[config.mk]
export PLATFORM = sky130hd
export DESIGN_NAME = cfq_cell
export DESIGN_NICKNAME = d
export VERILOG_FILES = /design/src/circular_fifo_queue_defines.svh /design/src/cfq_pkg.sv /design/src/cfq_cell.sv
export SDC_FILE = /design/constraint.sdc
export NUM_CORES = 1
export LEC_CHECK = 0
export ABC_CLOCK_PERIOD_IN_PS = 7100
export BUFFER_PORTS_ARGS = -buffer_cell sky130_fd_sc_hd__buf_2
export CAP_MARGIN = 10
export CORE_ASPECT_RATIO = 0.7
export CORE_MARGIN = 2
export CORE_UTILIZATION = 43
export DETAILED_ROUTE_END_ITERATION = 12
export MAX_ROUTING_LAYER = met4
export PLACE_DENSITY = 0.85
export SLEW_MARGIN = 15
export SYNTH_ARGS = -nofsm -noshare
export SYNTH_HDL_FRONTEND = slang
export SYNTH_SLANG_ARGS = --single-unit
[constraint.sdc]
create_clock -name clock -period 7.1 [get_ports clock]
set_clock_uncertainty 0.2 [all_clocks]
set_input_delay 0.71 -clock clock [delete_from_list [all_inputs] [get_ports clock]]
set_output_delay 0.71 -clock clock [all_outputs]
set_load 0.02 [all_outputs]
[src/circular_fifo_queue_defines.svh]
// Assertion macros for the circular FIFO queue.
// Used by the top level only; no other dependencies.
`ifndef CIRCULAR_FIFO_QUEUE_DEFINES_SVH
`define CIRCULAR_FIFO_QUEUE_DEFINES_SVH
`ifndef SYNTHESIS
`define CFQ_ASSERT(lbl, clk, rst, cond, msg) \
   lbl: assert property (@(posedge clk) disable iff (rst) (cond)) else $error(msg);
`define CFQ_ASSERT_NEXT(lbl, clk, rst, ante, cons, msg) \
   lbl: assert property (@(posedge clk) disable iff (rst) (ante) |=> (cons)) else $error(msg);
`else
`define CFQ_ASSERT(lbl, clk, rst, cond, msg)
`define CFQ_ASSERT_NEXT(lbl, clk, rst, ante, cons, msg)
`endif
`endif

[src/cfq_pkg.sv]
// Package for the circular FIFO queue: sizes, operation codes, cell control.
// No dependencies.
package cfq_pkg;
   localparam int MAX_DEPTH = 1024;
   localparam int IDX_W     = (MAX_DEPTH > 1) ? $clog2(MAX_DEPTH) : 1;
   localparam int CNT_W     = $clog2(MAX_DEPTH + 1);
   localparam int CAP_W     = 11;
   localparam int WORD_W    = 32;
   localparam int KIND_W    = 2;

   localparam logic [KIND_W-1:0] KIND_PUSH   = 2'd0;
   localparam logic [KIND_W-1:0] KIND_POP    = 2'd1;
   localparam logic [KIND_W-1:0] KIND_STATUS = 2'd2;

   localparam logic [CNT_W-1:0] CAP_RESET =
      CNT_W'((MAX_DEPTH < 1024) ? MAX_DEPTH : 1024);

   typedef struct packed {
      logic              pop;
      logic              push;
      logic [CNT_W-1:0]  count;
      logic [WORD_W-1:0] push_word;
   } cell_ctl_type;
endpackage

[src/cfq_cell.sv]
// One storage cell of the queue chain: holds one word, shifts from its
// upper neighbor on a pop, loads the pushed word when it is the fill slot. Uses cfq_pkg.
module cfq_cell (
   input  logic                         clock,
   input  cfq_pkg::cell_ctl_type        ctl,
   input  logic [cfq_pkg::IDX_W-1:0]    slot_index,
   input  logic [cfq_pkg::WORD_W-1:0]   next_word,
   output logic [cfq_pkg::WORD_W-1:0]   word
);
   logic [cfq_pkg::WORD_W-1:0] word_ff;
   logic [cfq_pkg::WORD_W-1:0] word_in;

   always_comb begin
      word_in = word_ff;
      if (ctl.pop) begin
         word_in = next_word;
      end else if (ctl.push && (ctl.count[cfq_pkg::IDX_W-1:0] == slot_index)) begin
         word_in = ctl.push_word;
      end
   end

   always_ff @(posedge clock) begin
      word_ff <= word_in;
   end

   assign word = word_ff;
endmodule

==> summary.txt, run 1 <==
Outcome
  • Result of the run: completed

Routing
  • DRT iter0 DRCs: 30
  • Total number of vias: 1164
  • Initial DRT Pass Iterations: 2
  • WL/cell: 12.45 µm
  • Final wirelength: 3.188 mm
  • Residual DRC: 0
  • Via density per instance: 4.547
  • Remaining antenna violation count: 0

Worst setup path
  • Worst EP required: 6.82 ns
  • Setup Crit Path Kind: primary input to flip-flop
  • Crit path largest cell delay: 0.74 ns
  • Crit path max fanout: 33
  • Startpoint Class: primary input
  • Critical-path top delay cell: buf_2
  • Worst Path Buf+Inv: 3
  • Worst Setup End Kind: flip-flop
  • CP cell instances: buf_2 > inv_1 > o31ai_4 > buf_4
  • Worst Path Arrival: between 2 and 2.5 ns
  • Crit path max-delay family: buffers and inverters

Floorplanning
  • Die width: 77.31 µm
  • Initial core utilization: 0.4546
  • # rows: 18
  • Full die area: 4277 µm²
  • Core area: 3558 µm²
  • Boundary Pins: between 100 and 150
  • Die Span Y: 55.32 µm

Yosys
  • Most used DFF post-synth: edfxtp_1
  • Share of the synthesized area in the top cell type: 0.5940
  • Post-Synthesis Cells: 83
  • Syn_area_per_cell: around 19 µm²
  • Synth area leader: edfxtp_1
  • Yosys warning count: 0
  • Cell with the most instances after synthesis: edfxtp_1
  • Seq cells post-synth: 32
  • Area contributors post-synth: edfxtp_1, mux2_4, xnor2_1, buf_12, mux2_2
  • Mapped Nets: between 150 and 200
  • Cell Area, Synth: 1618 µm²
  • Asr flop ratio synth: 0
  • Synth unique cells: 10
  • Post-synthesis sequential area ratio: 0.5940
  • Top cells by count, synth: edfxtp_1, mux2_4, xnor2_1
  • EDFF count, synth: 32

Clocking
  • CTS tree: yes
  • Clock transition at path regs: 0.06 ns
  • Post-CTS Hold Buffers: 0
  • Clock buffer count from CTS: 5
  • CTS resizes: 0
  • # H-tree levels: 2
  • Root Buffer Master: clkbuf_8
  • Clk sinks: 32
  • Post-CTS Setup Inserts: 0
  • Max Buffers Root-to-Sink: 2

Global route
  • Vias in the first global route: 1165
  • First-pass GRT wire length: just under 5 mm
  • Antenna violations before repair: 0
  • Largest net degree at the start of global routing: 34
  • Total grt overflow: 0
  • GRT Overall Usage: 0.1539

Layout
  • Fill cells: 281
  • Max reg flops: 32
  • NumNets Final: approximately 290
  • Finished Cell Area: 2301 µm²
  • Area Overhead vs Synth: 42.23%
  • Diodes inserted: 0
  • Share of post-route cells with drive strength above 1: 0.7621

Job
  • Max Cap Viol: 0

Place
  • Placement Cell Area: 2221 µm²
  • Buffers on Ports: 118
  • GP Congestion: 0.6792

Timing
  • Rel. slew slack: 0.3421
  • RSZ-0062 raised after global routing: false
  • Slew Limit Fails: 0
  • Fmax: 412.0 MHz
  • Final worst path period share: 0.3418
  • Fin. Hold Viols: 0
  • # setup viols final: 0
  • Setup TNS: 0 ns
  • Worst-margin pin slew: 0.9868 ns
  • Final worst path period need: 2.427 ns

Power
  • Pwr/cell area: 199.9 nW/µm²
  • Peak supply drop: 0.09552 mV
  • Leakage power: 1.103 nW

Worst hold path
  • Min-delay worst type: primary input to flip-flop
cell families after synthesis:
kind of cell | after synthesis | synth area share
multiplexers | 32 | 0.2900
XOR/XNOR | 10 | 0.05414
AND/OR/NAND/NOR | 3 | 0.01082
buffers and inverters | 5 | 0.04640
flip-flops | 32 | 0.5940
AO/OA/AOI/OAI | 1 | 0.004642
path summary, 6_finish.rpt:
kind,from,endpoint,slack [ns],cells past startpoint
setup / recovery,ctl[44],word[20],4.67,4
hold / removal,ctl[22],word[22],0.54,2
final cells by class:
cell class | count | area (µm²) | area share
Clock buffer | 7 | 76.32 | 0.03317
Timing Repair Buffer | 119 | 598.1 | 0.2599
Clock inverter | 1 | 3.754 | 0.001631
Inverter | 1 | 3.754 | 0.001631
Sequential cell | 32 | 960.9 | 0.4176
Multi-Input combinational cell | 46 | 595.6 | 0.2588
Tap cell | 50 | 62.56 | 0.02719
metal layers:
metal / global-route usage / vias to the layer above / share of wire
li1: - / 558 / -
met1: 0.1470 / 530 / 0.35
met2: 0.2969 / 74 / 0.54
met3: 0.04575 / 2 / 0.11
met4: 0.04592 / 0 / 0.0091
met5: - / - / 0
report_power, final:
part | switching (mW) | leakage (nW) | total (mW) | internal [mW]
registers | 0.00374 | 0.313 | 0.232 | 0.229
clock network | 0.0565 | 0.0399 | 0.125 | 0.0680
logic | 0.0499 | 0.750 | 0.103 | 0.0532
cells in the final DEF (no fill, tap or decap):
| master | Yosys | layout |
|---|---|---|
| buf_2 | 0 | 118 |
| edfxtp_1 | 32 | 32 |
| mux2_4 | 29 | 29 |
| xnor2_1 | 10 | 10 |
| clkbuf_8 | 0 | 5 |
| mux2_2 | 3 | 3 |
| nand4_1 | 2 | 2 |
| clkbuf_1 | 0 | 2 |
| nand3_1 | 1 | 1 |
| inv_1 | 1 | 1 |
| o31ai_4 | 0 | 1 |
| clkinv_1 | 0 | 1 |
| buf_4 | 0 | 1 |
per-stage QoR:
stage	std cells	utilization	power (mW)	worst slack [ns]	hold WS, ns
2_1_floorplan	83	-	0.2997	3.015	0.7275
3_3_place_gp	248	0.6241	0.3380	4.396	0.8107
4_1_cts	256	0.6466	0.4660	4.665	0.5325
3_5_place_dp	248	0.6241	0.3407	4.377	0.8138
6_report	256	0.6466	0.4600	4.673	0.5381
5_1_grt	256	0.6466	0.4839	4.550	0.5274
No activity file was read; power rests on OpenSTA's default activity.
==> run 2: changes to the inputs <==
--- a/config.mk
+++ b/config.mk
@@ -5,15 +5,16 @@
 export SDC_FILE = /design/constraint.sdc
 export NUM_CORES = 1
 export LEC_CHECK = 0
-export ABC_CLOCK_PERIOD_IN_PS = 7100
+export ABC_AREA = 1
+export ABC_CLOCK_PERIOD_IN_PS = 2400
 export BUFFER_PORTS_ARGS = -buffer_cell sky130_fd_sc_hd__buf_2
 export CAP_MARGIN = 10
 export CORE_ASPECT_RATIO = 0.7
 export CORE_MARGIN = 2
-export CORE_UTILIZATION = 43
+export CORE_UTILIZATION = 40
 export DETAILED_ROUTE_END_ITERATION = 12
 export MAX_ROUTING_LAYER = met4
-export PLACE_DENSITY = 0.85
+export PLACE_DENSITY = 0.79
 export SLEW_MARGIN = 15
 export SYNTH_ARGS = -nofsm -noshare
 export SYNTH_HDL_FRONTEND = slang
==> constraint.sdc (replaced) <==
create_clock -name clock -period 2.4 [get_ports clock]
set_clock_uncertainty 0.2 [all_clocks]
set_input_delay 0.24 -clock clock [delete_from_list [all_inputs] [get_ports clock]]
set_output_delay 0.24 -clock clock [all_outputs]
set_load 0.02 [all_outputs]
==> run 2 against run 1 <==
  * Combinational power rose to 2.8 times the previous value
  * Die area rose by 9.7%
  * Sequential power grew to 3.0 times the previous value
  * Routed wire length up 24%
  * Global-route usage up 3.0 points
  * Clock power grew to 4.0 times the previous value
  * Synthesized cell count up 130%
  * Flip-flop and latch count unchanged
  * Non-clock buffer count up 1
==> summary.txt, run 2 <==
Layout
  • Multi-input gate area: around 530 µm²
  • Register area: roughly 960 µm²
  • Share of post-route cells with drive strength above 1: 0.4399
  • Finished Cell Area: 2367 µm²
  • Fill cells: 361
  • Max reg flops: 32
  • Most frequent cells in the layout: buf_2, nand2_1, edfxtp_1
  • NumNets Final: 403
  • Area Overhead vs Synth: 42.58%
  • Commonest non-fill, non-tap cell in the layout: buf_2
  • Fin cells: ~370
  • Diodes inserted: 0
  • Core Util, Final: 0.5999

Clocking
  • CTS tree: yes
  • Post-CTS Hold Buffers: 0
  • Clock buffer count from CTS: 5
  • Post-CTS Setup Inserts: 0
  • Root Buffer Master: clkbuf_8
  • CTS resizes: 0
  • Clock transition at path regs: ~0.07 ns
  • Clk sinks: 32
  • # H-tree levels: 2
  • Max Buffers Root-to-Sink: 2

Worst setup path
  • End of the critical path: word[20]
  • Crit path max-delay family: buffers and inverters
  • Crit. Startpoint: ctl[39]
  • Worst Path Arrival: approximately 1.2 ns
  • Crit path max fanout: 32
  • Setup Crit Path Kind: primary input to flip-flop
  • Critical-path top delay cell: buf_4
  • CP cell instances: buf_2 > inv_1 > nand2_1 > nand2_1 > inv_1 > nand2_1 > nor2_2 > nand3_1 > nand2_1 > buf_4
  • Critical Path Stages: 10
  • Crit path largest cell delay: 0.36 ns
  • Worst Setup End Kind: flip-flop
  • Cell mode on critical path: nand2_1
  • Worst EP required: ~2.1 ns
  • Startpoint Class: primary input
  • Worst Path Buf+Inv: 4

Yosys
  • Syn_area_per_cell: ~8.5 µm²
  • Post-synthesis xor/xnor area fraction: 0
  • Compound-cell area share of the yosys netlist: 0.007536
  • Post-synthesis sequential area ratio: 0.5787
  • Share of the synthesized area in the top cell type: 0.5787
  • Post-Synth Adder-Cell Area: 0
  • Mux contribution to synthesized area: 0
  • Most used DFF post-synth: edfxtp_1
  • Area contributors post-synth: edfxtp_1, nand2_1, inv_1, buf_6, nand2_2
  • Main combinational cell family by area after synthesis: simple AND/OR/NAND/NOR gates
  • Cell Area, Synth: between 1500 and 2000 µm²
  • Asr flop ratio synth: 0
  • Cell with the most instances after synthesis: nand2_1
  • Synth area leader: edfxtp_1
  • Mapped Nets: 283
  • Yosys warning count: 0
  • EDFF count, synth: 32
  • Post-Synthesis Cells: 195
  • Synth unique cells: 12
  • Post-synthesis simple-gate area fraction: 0.3142
  • Top cells by count, synth: nand2_1, edfxtp_1, inv_1
  • Seq cells post-synth: 32

Timing
  • RSZ-0062 raised after global routing: false
  • Slew Limit Fails: 0
  • Worst setup margin: 0.9887 ns
  • WHS: 0.01933 ns
  • Setup TNS: 0 ns
  • Fin. Hold Viols: 0
  • # setup viols final: 0
  • Rel. slew slack: 0.7376
  • Fmax: 708.6 MHz
  • Final worst path period need: 1.411 ns
  • Final worst path period share: 0.5880
  • Worst-margin pin slew: 0.3936 ns

Routing
  • Initial DRT Pass Iterations: 4
  • Residual DRC: 0
  • Remaining antenna violation count: 0
  • Final wirelength: 3.944 mm
  • WL/cell: 10.72 µm
  • Total number of vias: ~1600
  • Via density per instance: 4.242
  • DRT iter0 DRCs: between 50 and 60

Power
  • NetSw: 0.3754 mW
  • Leakage power: 1.342 nW
  • Pwr/cell area: just over 600 nW/µm²
  • Clk network pwr share: 0.338
  • P_int: 1.099 mW
  • Peak supply drop: roughly 0.37 mV
  • Power share of the sequential group: 0.466
  • Pwr Total: 1.474 mW
  • Switching part of the total: 0.2546
  • Comb power frac: 0.196

Floorplanning
  • Initial core utilization: 0.4207
  • Boundary Pins: between 100 and 150
  • Core area: 3946 µm²
  • Die Span Y: 57.91 µm
  • Full die area: 4691 µm²
  • # rows: 19
  • Die width: 81.01 µm

Place
  • Placement Cell Area: about 2300 µm²
  • Placement-stage worst setup slack: between 0.6 and 0.7 ns
  • GP Congestion: 0.8227
  • Buffers on Ports: 118
  • Dpl cells: 360
  • DP Wirelength: 3.033 mm

Worst hold path
  • Min-delay worst type: primary input to flip-flop

Job
  • Max Cap Viol: 0

Outcome
  • Result of the run: completed

Global route
  • Vias in the first global route: between 1500 and 2000
  • Total grt overflow: 0
  • Largest net degree at the start of global routing: 34
  • Antenna violations before repair: 0
  • First-pass GRT wire length: between 6 and 7 mm
  • GRT Overall Usage: 0.1838
## run 2: changes by cell type in the layout (fill, tap and decap cells not counted), sizes merged, moves of 2 or more
cell	change
xnor2	-10
nor2	+3
inv	+22
nand4	-2
nand2	+126
mux2	-32
## run 2: power groups by stage
stage / combinational, mW / sequential, mW / clock, mW
global route: 0.323 / 0.691 / 0.533
global placement: 0.284 / 0.696 / 0
finish: 0.289 / 0.688 / 0.498
detailed placement: 0.292 / 0.700 / 0
floorplan: 0.0935 / 0.770 / 0
CTS: 0.293 / 0.688 / 0.511
## run 2: cell families (layout without fill, tap and decap cells)
| group | count (synthesis) | in the layout |
|---|---|---|
| AOI/OAI and AO/OA | 2 | 2 |
| buffers and inverters | 30 | 151 |
| DFF | 32 | 32 |
| and+or+nand+nor | 131 | 131 |
## run 2: worst min-delay path, cell delays in order
cell,delay (ns)
buf_2,0.07
nand2_1,0.04
nand2_1,0.05
## run 2: layout make-up
class / count / area share
clock buffers: 6 / 0.03066
inverters: 23 / 0.03964
well taps: 52 / 0.02748
flip-flops and latches: 32 / 0.4059
clock inverters: 2 / 0.01480
repair buffers: 120 / 0.2558
multi-input cells: 133 / 0.2257
## run 2: how the worst min path moves through the flow
stage / start / endpoint / slack, ns / cells past startpoint
final: ctl[16] / word[16] / 0.02 / 3
after global routing: next_word[0] / word[0] / 0.02 / 3
after CTS: ctl[16] / word[16] / 0.01 / 3
after detailed placement: ctl[7] / word[7] / 0.31 / 3
after global placement: ctl[8] / word[8] / 0.30 / 3
after floorplan: ctl[20] / word[20] / 0.21 / 2
## run 2: layer usage
metal | wire length, µm | global-route usage | part of all wire
met4 | 91 | 0.08717 | 0.023
met1 | 1545 | 0.1713 | 0.39
met3 | 289 | 0.05452 | 0.073
met5 | 0 | - | 0
met2 | 2018 | 0.3436 | 0.51
==> run 3: changes to the inputs <==
--- a/config.mk
+++ b/config.mk
@@ -6,7 +6,7 @@
 export NUM_CORES = 1
 export LEC_CHECK = 0
 export ABC_AREA = 1
-export ABC_CLOCK_PERIOD_IN_PS = 2400
+export ABC_CLOCK_PERIOD_IN_PS = 1400
 export BUFFER_PORTS_ARGS = -buffer_cell sky130_fd_sc_hd__buf_2
 export CAP_MARGIN = 10
 export CORE_ASPECT_RATIO = 0.7
==> constraint.sdc (replaced) <==
create_clock -name clock -period 1.4 [get_ports clock]
set_clock_uncertainty 0.2 [all_clocks]
set_input_delay 0.14 -clock clock [delete_from_list [all_inputs] [get_ports clock]]
set_output_delay 0.14 -clock clock [all_outputs]
set_load 0.02 [all_outputs]
==> run 3 against run 2 <==
  * Flip-flop and latch count did not move
  * Combinational power up 130%
  * Global-route usage up 7.6 points
  * Utilization up 17 points
  * Total power increased by 70%
  * Hold slack better by 0.18 ns
  * Worst setup slack got worse by 0.79 ns
  * Critical path depth fell by 3
  * Clock power rose by 32%
  * Final cell count grew 18%
  * Routed wire length up 44%
  * First-iteration DRC count is 89% higher
==> summary.txt, run 3 (synthesis gave the netlist of run 2 again) <==
Clocking
  • Root Buffer Master: clkbuf_8
  • Max Buffers Root-to-Sink: 2
  • Post-CTS Setup Inserts: 0
  • Clock buffer count from CTS: 5
  • Post-CTS Hold Buffers: 64
  • CTS tree: yes
  • Clk sinks: 32
  • # H-tree levels: 2
  • Clock transition at path regs: 0.06 ns
  • CTS resizes: 0

Global route
  • GRT Overall Usage: 0.2601
  • First-pass GRT wire length: 8.756 mm
  • Vias in the first global route: 2049
  • Largest net degree at the start of global routing: 34
  • Antenna violations before repair: 0
  • Total grt overflow: 0

Timing
  • Rel. slew slack: 0.7857
  • # setup viols final: 0
  • Fmax: 832.6 MHz
  • WHS: 0.1973 ns
  • Setup TNS: 0 ns
  • RSZ-0062 raised after global routing: false
  • Worst-margin pin slew: between 0.3 and 0.4 ns
  • Final worst path period share: 0.8579
  • Fin. Hold Viols: 0
  • Final worst path period need: 1.201 ns
  • Worst setup margin: roughly 0.2 ns
  • Slew Limit Fails: 0

Layout
  • Finished Cell Area: just over 3000 µm²
  • Max reg flops: 32
  • Area Overhead vs Synth: 81.91%
  • Commonest non-fill, non-tap cell in the layout: buf_2
  • Fill cells: 253
  • Share of post-route cells with drive strength above 1: 0.3648
  • Fin cells: 433
  • Diodes inserted: 0
  • Most frequent cells in the layout: buf_2, nand2_1, dlygate4sd3_1
  • NumNets Final: 468

Place
  • Dpl cells: 361
  • Placement Cell Area: approximately 2300 µm²
  • Placement-stage worst setup slack: -0.09230 ns
  • Buffers on Ports: 118
  • DP Wirelength: 3.012 mm
  • GP Congestion: 0.8293

Worst setup path
  • Worst Setup End Kind: flip-flop
  • Worst Path Arrival: around 0.98 ns
  • Setup Crit Path Kind: primary input to flip-flop
  • Worst EP required: about 1.2 ns
  • Crit path max fanout: 19
  • Startpoint Class: primary input

Worst hold path
  • Min-delay worst type: primary input to flip-flop

Floorplanning
  • Die Span Y: 57.91 µm
  • Full die area: 4691 µm²
  • # rows: 19
  • Core area: roughly 3900 µm²
  • Die width: 81.01 µm
  • Boundary Pins: 120
  • Initial core utilization: 0.4207

Power
  • Power share of the sequential group: 0.471
  • P_int: 1.829 mW
  • Peak supply drop: roughly 0.64 mV
  • Comb power frac: 0.267
  • Clk network pwr share: 0.261
  • Switching part of the total: 0.2698
  • Leakage power: 1.609 nW
  • NetSw: between 0.6 and 0.7 mW
  • Pwr/cell area: 829.4 nW/µm²

Routing
  • Final wirelength: 5.664 mm
  • Remaining antenna violation count: 0
  • Total number of vias: 1932
  • Residual DRC: 0
  • Via density per instance: 4.462
  • DRT iter0 DRCs: 108
  • WL/cell: roughly 13 µm
  • Initial DRT Pass Iterations: 5

Job
  • Max Cap Viol: 0

Outcome
  • Result of the run: completed
## run 3: changes by cell type in the layout (fill, tap and decap cells not counted), sizes merged
cell	change
dlygate4sd3	+64
bufinv	-1
buf	+1
clkbuf	+1
## run 3: power by group through the flow
stage / clock network, mW / logic (mW) / registers (mW)
after global routing: 0.716 / 0.723 / 1.19
after CTS: 0.658 / 0.651 / 1.18
after detailed placement: 0 / 0.512 / 1.20
after global placement: 0 / 0.500 / 1.19
final: 0.655 / 0.670 / 1.18
after floorplan: 0 / 0.162 / 1.32
## run 3: worst max-delay path, cell delays in order
cell	delay, ns
buf_2	0.10
a21boi_1	0.13
nand2_1	0.06
nor2_1	0.13
nand3_1	0.14
nand2_4	0.11
buf_12	0.16
## run 3: metal layers
metal	track usage	wire length [µm]	vias to the layer above	part of all wire
met5	-	0	-	0
met4	0.1211	201	0	0.035
met3	0.06231	363	22	0.064
met2	0.5065	3142	93	0.55
met1	0.2352	1956	856	0.35
li1	-	-	961	-
## run 3: cell type report
class / count / area (µm²) / area share
Multi-Input combinational cell: 133 / 541.8 / 0.1794
Clock buffer: 7 / 76.32 / 0.02527
Timing Repair Buffer: 185 / 1279 / 0.4234
Sequential cell: 32 / 960.9 / 0.3181
Clock inverter: 1 / 3.754 / 0.001243
Inverter: 23 / 93.84 / 0.03107
Tap cell: 52 / 65.06 / 0.02154
## run 3: worst paths after layout
path     from  endpoint  slack (ns)  cells past startpoint
max   ctl[41]  word[31]        0.20                      7
min   ctl[44]  word[28]        0.20                      4
## run 3: through the flow
step | total power [mW] | utilization
2_1_floorplan | 1.481 | -
3_3_place_gp | 1.693 | 0.5828
3_5_place_dp | 1.711 | 0.5828
4_1_cts | 2.488 | 0.7654
5_1_grt | 2.625 | 0.7654
6_report | 2.505 | 0.7654
